**src/sv/mst_pkg.sv**
```systemverilog
`timescale 1ns / 1ps
// mst_pkg: shared types and constants of the spanning tree engine
// no dependencies

package mst_pkg;

    localparam int EP_W    = 6;   // endpoint index width
    localparam int WT_W    = 32;  // weight width
    localparam int EDGE_W  = 2 * EP_W + WT_W;
    localparam int QDEPTH  = 4;   // front to back queue depth
    localparam int QPTR_W  = 2;
    localparam int QCNT_W  = 3;
    localparam int CFG_AW  = 3;   // apb address width
    localparam logic CFG_IDX_VCOUNT = 1'b0;

    // one edge transaction as it travels through the queue
    typedef struct packed {
        logic [EP_W-1:0]        from_v;
        logic [EP_W-1:0]        to_v;
        logic signed [WT_W-1:0] weight;
        logic                   last;
    } edge_item_t;

    // sequencer states of the back end
    typedef enum logic [7:0] {
        S_LOAD = 8'b0000_0001,
        S_SCAN = 8'b0000_0010,
        S_RA   = 8'b0000_0100,
        S_RA_W = 8'b0000_1000,
        S_RB   = 8'b0001_0000,
        S_RB_W = 8'b0010_0000,
        S_LINK = 8'b0100_0000,
        S_MARK = 8'b1000_0000
    } back_state_t;

endpackage

```
**src/sv/mst_front.sv**
```systemverilog
`timescale 1ns / 1ps
// mst_front: accepts edge transactions and queues them for the back end
// depends on mst_pkg

module mst_front (
    input  logic                     clk,
    input  logic                     rst_n,
    input  logic                     in_valid,
    output logic                     in_ready,
    input  logic [mst_pkg::EP_W-1:0] edge_from,
    input  logic [mst_pkg::EP_W-1:0] edge_to,
    input  logic signed [mst_pkg::WT_W-1:0] edge_weight,
    input  logic                     last_edge,
    output logic                     q_valid,
    output mst_pkg::edge_item_t      q_item,
    input  logic                     q_ready
);
    import mst_pkg::*;

    edge_item_t              q_mem [QDEPTH];
    logic [QPTR_W-1:0]       wr_ptr_reg, rd_ptr_reg;
    logic [QCNT_W-1:0]       cnt_reg;
    logic                    push, pop;
    edge_item_t              item;

    // pack the incoming transaction
    always_comb
    begin
        item.from_v = edge_from;
        item.to_v   = edge_to;
        item.weight = edge_weight;
        item.last   = last_edge;
    end

    assign in_ready = (cnt_reg != QCNT_W'(QDEPTH));
    assign q_valid  = (cnt_reg != '0);
    assign q_item   = q_mem[rd_ptr_reg];
    assign push     = in_valid && in_ready;
    assign pop      = q_valid && q_ready;

    // queue storage
    always_ff @(posedge clk)
    begin
        if (push)
        begin
            q_mem[wr_ptr_reg] <= item;
        end
    end

    // queue pointers
    always_ff @(posedge clk or negedge rst_n)
    begin
        if (!rst_n)
        begin
            wr_ptr_reg <= '0;
            rd_ptr_reg <= '0;
            cnt_reg    <= '0;
        end
        else
        begin
            if (push)
            begin
                wr_ptr_reg <= wr_ptr_reg + 1'b1;
            end
            if (pop)
            begin
                rd_ptr_reg <= rd_ptr_reg + 1'b1;
            end
            if (push && !pop)
            begin
                cnt_reg <= cnt_reg + 1'b1;
            end
            else if (pop && !push)
            begin
                cnt_reg <= cnt_reg - 1'b1;
            end
        end
    end

endmodule

```
**config.mk**
```make
export PLATFORM = sky130hd
export DESIGN_NAME = mst_front
export DESIGN_NICKNAME = d
export VERILOG_FILES = /design/src/sv/mst_pkg.sv /design/src/sv/mst_front.sv
export SDC_FILE = /design/constraint.sdc
export NUM_CORES = 1
export LEC_CHECK = 0
export ABC_AREA = 1
export BUFFER_PORTS_ARGS = -buffer_cell sky130_fd_sc_hd__buf_2
export CORE_ASPECT_RATIO = 0.5
export CORE_MARGIN = 2
export CORE_UTILIZATION = 40
export CTS_CLUSTER_SIZE = 30
export DETAILED_ROUTE_END_ITERATION = 16
export HOLD_SLACK_MARGIN = 0.1
export PLACE_DENSITY = 0.7
export SYNTH_ARGS = -nofsm -noshare
export SYNTH_HDL_FRONTEND = slang
export SYNTH_SLANG_ARGS = --single-unit
```
**constraint.sdc**
```tcl
create_clock -name clk -period 9 [get_ports clk]
set_clock_uncertainty 0.05 [all_clocks]
set_input_delay 0.9 -clock clk [delete_from_list [all_inputs] [get_ports clk]]
set_output_delay 0.9 -clock clk [all_outputs]
set_load 0.1 [all_outputs]
```
; ---- After elaboration in Yosys (flattened, before gate mapping)
; Memories as Yosys holds them, arrays and structs flattened.
; Index checks and enable logic that the tools add are counted.
[word_totals]
reg_bits = 7
latch_bits = 0
ram_bits = 180
mem_bits_ro = 0
in_bits = 49
n_memories = 1
[mem_list]
columns = memory, words, word_bits, rd, rd_clocked_by_memory_dff, write_ports, line_no
row1 = q_mem, 4, 45, 1, 0, 1, mst_front.sv:20  ; edge_item_t q_mem [QDEPTH];
[op_classes]
addsub = 4
mul = 0
n_div = 0
n_lt_le_gt_ge = 0
eq_ne = 1
n_shift = 0
n_mux = 4
n_bitwise = 0
n_reduce_logical = 8
[ops]
columns = op, n
row1 = 3-bit two-way mux, 2
row2 = 2-bit by 1-bit adder with 2-bit output (second input constant), 2
row3 = 1-bit logical AND, 4
row4 = 3-bit by 1-bit adder with 3-bit output (second input constant), 1
row5 = 3-bit inequality test (second input constant), 1
row6 = 3-bit nonzero test, 1
row7 = 3-bit by 1-bit subtractor with 3-bit output (second input constant), 1
row8 = 1-bit logical NOT, 2
row9 = 1-bit two-way mux, 2
row10 = 2-bit nonzero test, 1

; ---- Depth between registers and ports, before layout
; Gate-level depths: netlist of run 1.
[logic_depth]
ltp_word = 6
ltp_mapped = 12
depth_no_buf = 12

; ---- Worst setup path after synthesis of run 1
; OpenSTA, ideal clock, no wires.
[synth_timing]
kind = reg2reg
start = register cnt_reg[0]
end = memory q_mem[0][0] (netlist bit) (enable)
setup_time_ns = 0.448
t_arrival_ns = 3.542
t_required_ns = 8.502
setup_slack_ns = 4.960
stages_incl_launch_ff = 5
n_path_buf = 0
synth_period_minus_slack_ns = 4.040
cell_sequence = dfrtp_1 -> inv_2 -> nand3_1 -> nand2_1 -> nor2_1
[synth_via]
elab_chain_len = 4
[synth_lines]
columns = element, line_no
row1 = "start, declared", mst_front.sv:22  ; logic [QCNT_W-1:0] cnt_reg;
row2 = "start signal, assigned", mst_front.sv:71  ; cnt_reg <= cnt_reg + 1'b1;
row3 = "start signal, assigned", mst_front.sv:75  ; cnt_reg <= cnt_reg - 1'b1;
row4 = 3-bit inequality test, mst_front.sv:35  ; assign in_ready = (cnt_reg != QCNT_W'(QDEPTH));
row5 = via in_ready, mst_front.sv:9  ; output logic in_ready,
row6 = 1-bit logical AND, mst_front.sv:38  ; assign push = in_valid && in_ready;
row7 = 1-bit two-way mux, mst_front.sv:44  ; if (push)
row8 = 1-bit two-way mux (implied by the code), mst_front.sv:46  ; q_mem[wr_ptr_reg] <= item;
row9 = "end, declared", mst_front.sv:20
; The timed path passes the listed nets, and every way through them passes these cells.

==> summary.md, run 1 <==
| Metric | Value |
|---|---|
| Run status | finished clean |
| CTS buffer count | 17 |
| CP Cell Sequence | inv_4, buf_4, o211ai_1, nand2_1, buf_2 |
| CP arrival | 3.03 ns |
| Fmax | roughly 250 MHz |
| Synth Net Count | 638 |
| Seq cells post-synth | 187 |
| Cell variety after synth | 17 |
| Post-CTS sizing | 0 |
| Top cell type's share of synthesized area | 0.715 |
| Setup Crit Path Kind | reg -> out |
| Cells after synthesis | slightly below 600 |
| Final setup vio count | 0 |
| # rows | 35 |
| Area of the core | 0.0185 mm² |
| Slowest stage cell, crit path | buf_4 |
| Syn Area/Cell | 13.0 µm² |
| Final global-route overflow total | 0 |
| Largest net degree at the start of global routing | 106 |
| 1st-pass router iterations | 5 |
| Total number of vias | 4419 |
| Die area | around 0.02 mm² |
| Synth warnings | 0 |
| Nets | 730 |
| CP max stage delay | between 0.8 and 0.9 ns |
| GRT Total Usage | 0.142 |
| Routed vias/inst | 4.67 |
| Min Tclk post-route | 3.98 ns |
| Final period util | 0.443 |
| Hold_buf cts | 0 |
| Layout cells sized above 1 | 0.201 |
| Drt wl/cell | about 15 µm |
| Max cap viols | 0 |
| Clk slew on worst S/H paths | about 0.070 ns |
| Most frequent cells in the layout | 180 x edfxtp_1, 152 x nand2_1, 103 x inv_1 |
| Initial Util | 0.409 |
| Setup total negative slack | 0 ns |
| Seq/Total Area, Yosys | 0.738 |
| Setup bufs post-CTS | 0 |
| Least-Margin Pin Slew | 0.965 ns |
| TritonCTS Sinks | roughly 190 |
| Synth area leaders | edfxtp_1 71%, o211ai_1 8.9%, nand2_1 7.5% |
| Leading cell type in the layout, fill and taps excluded | edfxtp_1 |
| Worst-Skew Late Latency | 0.41 ns |
| H-Tree Depth | 4 |
| Die width | slightly below 200 µm |
| Unrepaired setup endpoints after global routing | no |
| DRC Markers | 0 |
| Root Driver | clkbuf_16 |
| Max FFs per register | 180 |
| GP Congestion | approximately 0.67 |
| Max Root-Sink Buffers | 2 |
| Post-DP HPWL | 7.76 mm |
| Fin. max-slew vios | 0 |
| Antenna-violating nets left | 0 |
| Area growth syn-to-layout | 17.0% |
| Worst Setup Start Kind | flip-flop |
| Crit path required time | 8.05 ns |
| Crit. End Element | primary output |
| CTS tree | yes |
| HP Class | in -> async |
| Yosys top cell by area | edfxtp_1 |
| Slew Limit Headroom | 0.356 |
| # diodes | 0 |
| Die height | 101 µm |
| Initial antenna violation count | 2 |
| DRT iter0 DRCs | about 280 |
| Final hold vios | 0 |
| Mapped cell area | ~0.0076 mm² |
| Global-route wire length before repair | 21.5 mm |
| Number of primary I/O pins | 96 |
| Vias in the first global route | 4226 |
| IO Port Bufs | 95 |
| CP max FO | 105 |
| WL final | between 10 and 15 mm |
## final cells by class
cell class	instances	area, µm²
clock buffers	18	429
clock inverters	13	165
fillers	1602	9630
inverters	106	400
multi-input cells	262	1430
flip-flops and latches	187	5580
well taps	259	324
repair buffers	101	520
## critical path: cells and delay by family (launching register included)
kind | cells | cell delay [ns]
compound gates | 1 | 0.18
buf+inv | 3 | 1.78
flops | 1 | 0.42
simple gates | 1 | 0.13
## layer usage
| layer | up-vias | part of all wire | track usage |
|---|---|---|---|
| met5 | - | 0.0020 | 0 |
| met4 | 4 | 0.011 | 0.0574 |
| met3 | 16 | 0.037 | 0.0360 |
| met2 | 68 | 0.50 | 0.246 |
| met1 | 2130 | 0.45 | 0.172 |
| li1 | 2201 | - | - |
## synthesized netlist by cell type (all sizes together)
master,instances
nor2,4
edfxtp,180
fa,1
ha,5
clkbuf,9
nand3,7
inv,106
buf,19
dfrtp,7
xnor2,1
o211ai,90
nand2,152
o21ai,1
nand4,1
## path summary, 6_finish.rpt
kind / startpoint / end / slack (ns) / cells past startpoint
max: rd_ptr_reg[0]$_DFFE_PN0P_ / q_item[8] / 5.02 / 5
min: rst_n / cnt_reg[0]$_DFFE_PN0P_ / 0.26 / 1
max reg2reg: rd_ptr_reg[0]$_DFFE_PN0P_ / rd_ptr_reg[0]$_DFFE_PN0P_ / 6.80 / 4
min reg2reg: cnt_reg[2]$_DFFE_PN0P_ / cnt_reg[2]$_DFFE_PN0P_ / 0.45 / 2
max in group asynchronous: rst_n / rd_ptr_reg[1]$_DFFE_PN0P_ / 8.46 / 1
min in group clk: cnt_reg[2]$_DFFE_PN0P_ / cnt_reg[2]$_DFFE_PN0P_ / 0.45 / 2
## metrics by stage
stage / utilization / instances / setup slack, ns / hold WS, ns / cell area [µm²]
2_1_floorplan: - / 583 / 4.96 / 0.413 / 7560
3_3_place_gp: 0.447 / 915 / 5.54 / 0.430 / 8260
3_5_place_dp: 0.447 / 915 / 5.50 / 0.432 / 8260
4_1_cts: 0.479 / 946 / 5.05 / 0.245 / 8850
5_1_grt: 0.479 / 946 / 4.80 / 0.252 / 8850
6_report: 0.479 / 946 / 5.02 / 0.259 / 8850
## cell families (layout without fill, tap and decap cells)
group,Yosys count,after routing,share of synthesized area
xor+xnor,1,1,0.00116
flops,187,187,0.738
buf+inv,134,238,0.0774
fa+ha+maj,6,6,0.0109
compound gates,91,91,0.0900
simple gates,164,164,0.0829
Power of run 1 is not shown: default switching activity piles up to over one toggle a cycle in this logic, so the estimate is an artifact.
==> inputs of run 2 (changes only) <==
--- a/config.mk
+++ b/config.mk
@@ -13,7 +13,7 @@
 export CTS_CLUSTER_SIZE = 30
 export DETAILED_ROUTE_END_ITERATION = 16
 export HOLD_SLACK_MARGIN = 0.1
-export PLACE_DENSITY = 0.7
+export PLACE_DENSITY = 0.72
 export SYNTH_ARGS = -nofsm -noshare
 export SYNTH_HDL_FRONTEND = slang
 export SYNTH_SLANG_ARGS = --single-unit
==> constraint.sdc (replaced) <==
create_clock -name clk -period 3.4 [get_ports clk]
set_clock_uncertainty 0.05 [all_clocks]
set_input_delay 0.34 -clock clk [delete_from_list [all_inputs] [get_ports clk]]
set_output_delay 0.34 -clock clk [all_outputs]
set_load 0.1 [all_outputs]
==> run 2 against run 1 <==
Compared with the run above: cell count up 5.4%; count of clock-buffer cells in the layout down 1; global-route usage increased by 1.0 points; worst setup slack got worse by 4.3 ns; critical endpoint is now q_item[29].
==> summary.md, run 2 (same netlist as run 1, synthesis figures left out) <==
| Metric | Value |
|---|---|
| Reg2reg end | q_mem[2][16]$_DFFE_PP_ |
| Drt wl/cell | 14.6 µm (+0.39%) |
| Global-route wire length before repair | 23.0 mm (+6.8%) |
| Area growth syn-to-layout | 24.2% |
| Fmax | 377 MHz |
| Non-Filler Instances | 997 (+5.4%) |
| Slew Limit Headroom | 0.535 (+0.179) |
| Area of the core | 0.0185 mm² (unchanged) |
| # rows | 35 (unchanged) |
| DRC Markers | 0 (unchanged) |
| TritonCTS Sinks | 187 (unchanged) |
| Unrepaired setup endpoints after global routing | no |
| Final setup vio count | 0 (unchanged) |
| GP Congestion | 0.737 (+9.8%) |
| Nets | 778 (+6.6%) |
| 1st-pass router iterations | 4 (-1) |
| Post-CTS sizing | 0 (unchanged) |
| CP startpoint | rd_ptr_reg[1]$_DFFE_PN0P_ |
| CP Cell Sequence | inv_2, buf_4, o211ai_1, nand2_1, buf_2 |
| HP Class | in -> reg |
| Dpl cells | 917 (+0.22%) |
| CTS tree | yes |
| WL final | 14.6 mm (+5.8%) |
| Vias in the first global route | 4565 (+8.0%) |
| Initial Util | 0.409 (unchanged) |
| H-Tree Depth | 4 (unchanged) |
| Run status | finished clean |
| Max Root-Sink Buffers | 2 (unchanged) |
| Setup bufs post-CTS | 0 (unchanged) |
| Worst-Skew Late Latency | 0.43 ns (+0.02 ns) |
| Leading cell type in the layout, fill and taps excluded | edfxtp_1 |
| Largest net degree at the start of global routing | 79 (-25%) |
| Crit path required time | 3.01 ns (-5.04 ns) |
| Root Driver | clkbuf_16 |
| Fillers | 1562 (-2.5%) |
| Worst Hold Path EP | wr_ptr_reg[0]$_DFFE_PN0P_ |
| Total number of vias | 4624 (+4.6%) |
| Hold Path Depth | 3 |
| Die area | 0.0201 mm² (unchanged) |
| Most frequent cells in the layout | 180 x edfxtp_1, 152 x nand2_1, 103 x inv_1 |
| Clk slew on worst S/H paths | 0.08 ns (about the same) |
| Number of primary I/O pins | 96 (unchanged) |
| Final global-route overflow total | 0 (unchanged) |
| Max cap viols | 0 (unchanged) |
| Antenna-violating nets left | 0 (unchanged) |
| Post-DP HPWL | 8.96 mm (+15%) |
| CTS buffer count | 17 (unchanged) |
| Die height | 101 µm (unchanged) |
| Crit. End Element | primary output |
| Worst hold start | in_valid |
| Buf/Inv on CP | 3 (unchanged) |
| IO Port Bufs | 95 (unchanged) |
| Max FFs per register | 180 (unchanged) |
| Die width | 198 µm (unchanged) |
| Final period util | 0.781 |
| CP max FO | 27 (-74%) |
| Slowest stage cell, crit path | buf_2 |
| Final hold vios | 0 (unchanged) |
| Fin. max-slew vios | 0 (unchanged) |
| Worst r2r src | cnt_reg[0]$_DFFE_PN0P_ |
| GRT Total Usage | 0.152 (+0.00999) |
| Cell family with most CP delay | buffers and inverters |
| Setup total negative slack | 0 ns (unchanged) |
| Hold_buf cts | 46 (+46) |
| Reg2reg setup slack | 1.17 ns (-5.63 ns) |
| Initial antenna violation count | 2 (unchanged) |
| Layout cells sized above 1 | 0.194 (-0.00658) |
| Worst Setup Start Kind | flip-flop |
| R2R cell count | 5 (+1) |
| CP max stage delay | 0.42 ns (-0.43 ns) |
| Setup Crit Path Kind | reg -> out |
| Min Tclk post-route | 2.65 ns |
| DRT iter0 DRCs | 270 (-2.9%) |
| CP arrival | 2.26 ns (-0.77 ns) |
| Routed vias/inst | 4.64 (-0.71%) |
| Least-Margin Pin Slew | 0.696 ns (-0.269 ns) |
[run 2: changes by cell type in the layout (fill, tap and decap cells not counted), sizes merged]
cell,change
clkinvlp,-2
clkbuf,-1
diode,+2
bufinv,-3
clkinv,+6
buf,+2
dlygate4sd3,+46
inv,+1
[run 2: final cells by class]
| cell class | count | area (µm²) | area share |
|---|---|---|---|
| Inverter | 106 | 400 | 0.0426 |
| Tap cell | 259 | 324 | 0.0345 |
| Clock inverter | 15 | 160 | 0.0170 |
| Sequential cell | 187 | 5580 | 0.594 |
| Antenna cell | 2 | 5.00 | 0.000533 |
| Timing Repair Buffer | 149 | 1070 | 0.114 |
| Clock buffer | 17 | 425 | 0.0453 |
| Multi-Input combinational cell | 262 | 1430 | 0.152 |
[run 2: worst max path at each step]
stage | to | slack, ns | cells after the start
finish | q_item[29] | 0.75 | 5
global route | q_item[29] | 0.61 | 5
CTS | q_item[29] | 0.72 | 5
detailed placement | q_mem[2][22]$_DFFE_PP_ | 1.17 | 5
global placement | q_mem[3][5]$_DFFE_PP_ | 1.21 | 5
floorplan | q_mem[0][0]$_DFFE_PP_ | -0.64 | 4
[run 2: layer usage]
layer,share of wire,GRT usage,vias to the layer above
met4,0.011,0.0465,0
li1,-,-,2315
met5,0,0,-
met1,0.43,0.177,2205
met3,0.041,0.0450,16
met2,0.52,0.274,88
[run 2: metrics by stage]
| step | worst slack [ns] | cell area, µm² | hold WS (ns) | util |
|---|---|---|---|---|
| floorplan | -0.640 | 7560 | -0.00559 | - |
| detailed placement | 1.17 | 8350 | 0.137 | 0.452 |
| global placement | 1.21 | 8350 | 0.137 | 0.452 |
| finish | 0.745 | 9400 | 0.123 | 0.508 |
| CTS | 0.719 | 9390 | 0.109 | 0.508 |
| global route | 0.607 | 9400 | 0.147 | 0.508 |
[run 2: worst reg2reg max path: stages, from the launching register on]
cell and delay (ns):
dfrtp_1 0.43, inv_2 0.05, nand3_1 0.15, nand2_1 0.30
nor2_4 0.64, buf_12 0.30
Power of run 2 is left out for the same reason.
==> inputs of run 3 (changes only) <==
==> constraint.sdc (replaced) <==
create_clock -name clk -period 2.3 [get_ports clk]
set_clock_uncertainty 0.05 [all_clocks]
set_input_delay 0.23 -clock clk [delete_from_list [all_inputs] [get_ports clk]]
set_output_delay 0.23 -clock clk [all_outputs]
set_load 0.1 [all_outputs]
==> run 3 against run 2 <==
Compared with the run above: worst setup slack got worse by 0.60 ns; critical path depth is 1 higher; cell area is 8.3% higher; critical endpoint is now q_item[35]; utilization rose by 4.2 points; register-to-register slack worse by 0.85 ns; first-iteration DRC count fell by 15%; highest routed layer unchanged; die area is the same; largest cell class unchanged; hold slack improved by 0.37 ns; wire length decreased by 0.34%.
==> summary.md, run 3 (same netlist as run 1, synthesis figures left out) <==
| Metric | Value |
|---|---|
| Root Driver | clkbuf_16 |
| CP Cell Sequence | inv_6, buf_12, nand2_1, o211ai_1, nand2_1, buf_12 |
| Number of primary I/O pins | 96 (unchanged) |
| IO Port Bufs | 95 (unchanged) |
| Post-DP HPWL | 9.09 mm (+1.4%) |
| Fin. max-slew vios | 0 (unchanged) |
| # rows | 35 (unchanged) |
| GP Congestion | 0.693 (-6.0%) |
| Final setup vio count | 0 (unchanged) |
| Post-route setup slack | 0.142 ns (-0.604 ns) |
| Layout cells sized above 1 | 0.206 (+0.0119) |
| TritonCTS Sinks | 187 (unchanged) |
| Leading cell type in the layout, fill and taps excluded | edfxtp_1 |
| DP Worst Slack | 0.329 ns (-0.836 ns) |
| Final global-route overflow total | 0 (unchanged) |
| Die area | 0.0201 mm² (unchanged) |
| Largest net degree at the start of global routing | 59 (-25%) |
| Fmax | between 400 and 500 MHz |
| Max Root-Sink Buffers | 2 (unchanged) |
| Crit path required time | 2.02 ns (-0.99 ns) |
| Min Tclk post-route | 2.16 ns |
| DRC Markers | 0 (unchanged) |
| GRT Total Usage | 0.155 (+0.00292) |
| H-Tree Depth | 4 (unchanged) |
| CTS tree | yes |
| Area of the core | 0.0185 mm² (unchanged) |
| Antenna-violating nets left | 0 (unchanged) |
| # diodes | 0 (-2) |
| CP arrival | 1.88 ns (-0.38 ns) |
| Max FFs per register | 180 (unchanged) |
| Final hold vios | 0 (unchanged) |
| Slew Limit Headroom | 0.658 (+0.123) |
| CTS buffer count | 17 (unchanged) |
| Worst Setup Start Kind | flip-flop |
| Die width | 198 µm (unchanged) |
| Final period util | 0.938 |
| Area growth syn-to-layout | 34.6% |
| Drt wl/cell | 14.4 µm (-1.2%) |
| Least-Margin Pin Slew | 0.512 ns (-0.184 ns) |
| Global-route wire length before repair | 23.5 mm (+2.4%) |
| Clk slew on worst S/H paths | 0.08 ns (about the same) |
| Vias in the first global route | 4812 (+5.4%) |
| Unrepaired setup endpoints after global routing | yes |
| Routed vias/inst | 4.64 (about the same) |
| Run status | finished clean |
| Most frequent cells in the layout | 180 x edfxtp_1, 151 x nand2_1, 103 x inv_1 |
| Die height | 101 µm (unchanged) |
| Total number of vias | 4665 (+0.89%) |
| HP Class | reg -> reg |
| Worst-Skew Late Latency | 0.42 ns (about the same) |
| Crit. End Element | primary output |
| Nets | 789 (+1.4%) |
| Setup Crit Path Kind | reg -> out |
| CP max FO | 58 (+110%) |
| CP max stage delay | 0.44 ns (+0.02 ns) |
| Initial Util | 0.409 (unchanged) |
| Initial antenna violation count | 0 (-2) |
| 1st-pass router iterations | 4 (unchanged) |
| Slowest stage cell, crit path | dfrtp_1 |
| Max cap viols | 0 (unchanged) |
| DRT iter0 DRCs | 229 (-15%) |
| WL final | 14.5 mm (-0.34%) |
| Setup bufs post-CTS | 0 (unchanged) |
## run 3: stage by stage
stage	cells	cell area, µm²	hold WS [ns]	utilization	setup TNS (ns)
3_5_place_dp	925	9090	0.0227	0.492	0
4_1_cts	1006	10200	0.485	0.551	0
3_3_place_gp	925	9090	0.0198	0.492	0
5_1_grt	1006	10200	0.507	0.551	-0.0363
2_1_floorplan	583	7610	-0.116	-	0
6_report	1006	10200	0.496	0.551	0
## run 3: path summary, 6_finish.rpt
check                                     startpoint                        end  slack [ns]  cells past startpoint
setup / recovery           rd_ptr_reg[0]$_DFFE_PN0P_                 q_item[35]        0.14                      6
min in group asynchronous                      rst_n     cnt_reg[0]$_DFFE_PN0P_        0.71                      3
setup reg to reg              cnt_reg[1]$_DFFE_PN0P_     cnt_reg[1]$_DFFE_PN0P_        0.32                      9
hold reg to reg            wr_ptr_reg[1]$_DFFE_PN0P_  wr_ptr_reg[1]$_DFFE_PN0P_        0.50                      2
hold / removal             wr_ptr_reg[1]$_DFFE_PN0P_  wr_ptr_reg[1]$_DFFE_PN0P_        0.50                      2
max in group asynchronous                      rst_n  rd_ptr_reg[1]$_DFFE_PN0P_        1.22                      3
## run 3: cell type report
cell class	count	area, µm²
clock buffer	17	425
fill	1443	8300
inverter	106	403
clock inverter	15	171
multi-input combinational	262	1450
timing repair buffer	160	1820
sequential	187	5580
tap	259	324
## run 3: worst max-delay path, delay by kind of cell (launching register included)
family | cells | cell delay (ns)
flip-flops | 1 | 0.44
buffers and inverters | 3 | 0.65
AO/OA/AOI/OAI | 1 | 0.10
AND/OR/NAND/NOR | 2 | 0.21
## run 3: per-layer routing
metal	vias up	wire (µm)	track usage
met5	-	0	0
met4	0	230	0.0614
met3	19	636	0.0340
met2	93	7850	0.283
met1	2228	5810	0.180
li1	2325	-	-
## run 3: timing repair
action	in CTS	in global routing
gates resized for setup	0	1
hold endpoints to repair	190	0
endpoints found under the setup margin	0	18
hold buffers	49	0
Power of run 3 is left out for the same reason.
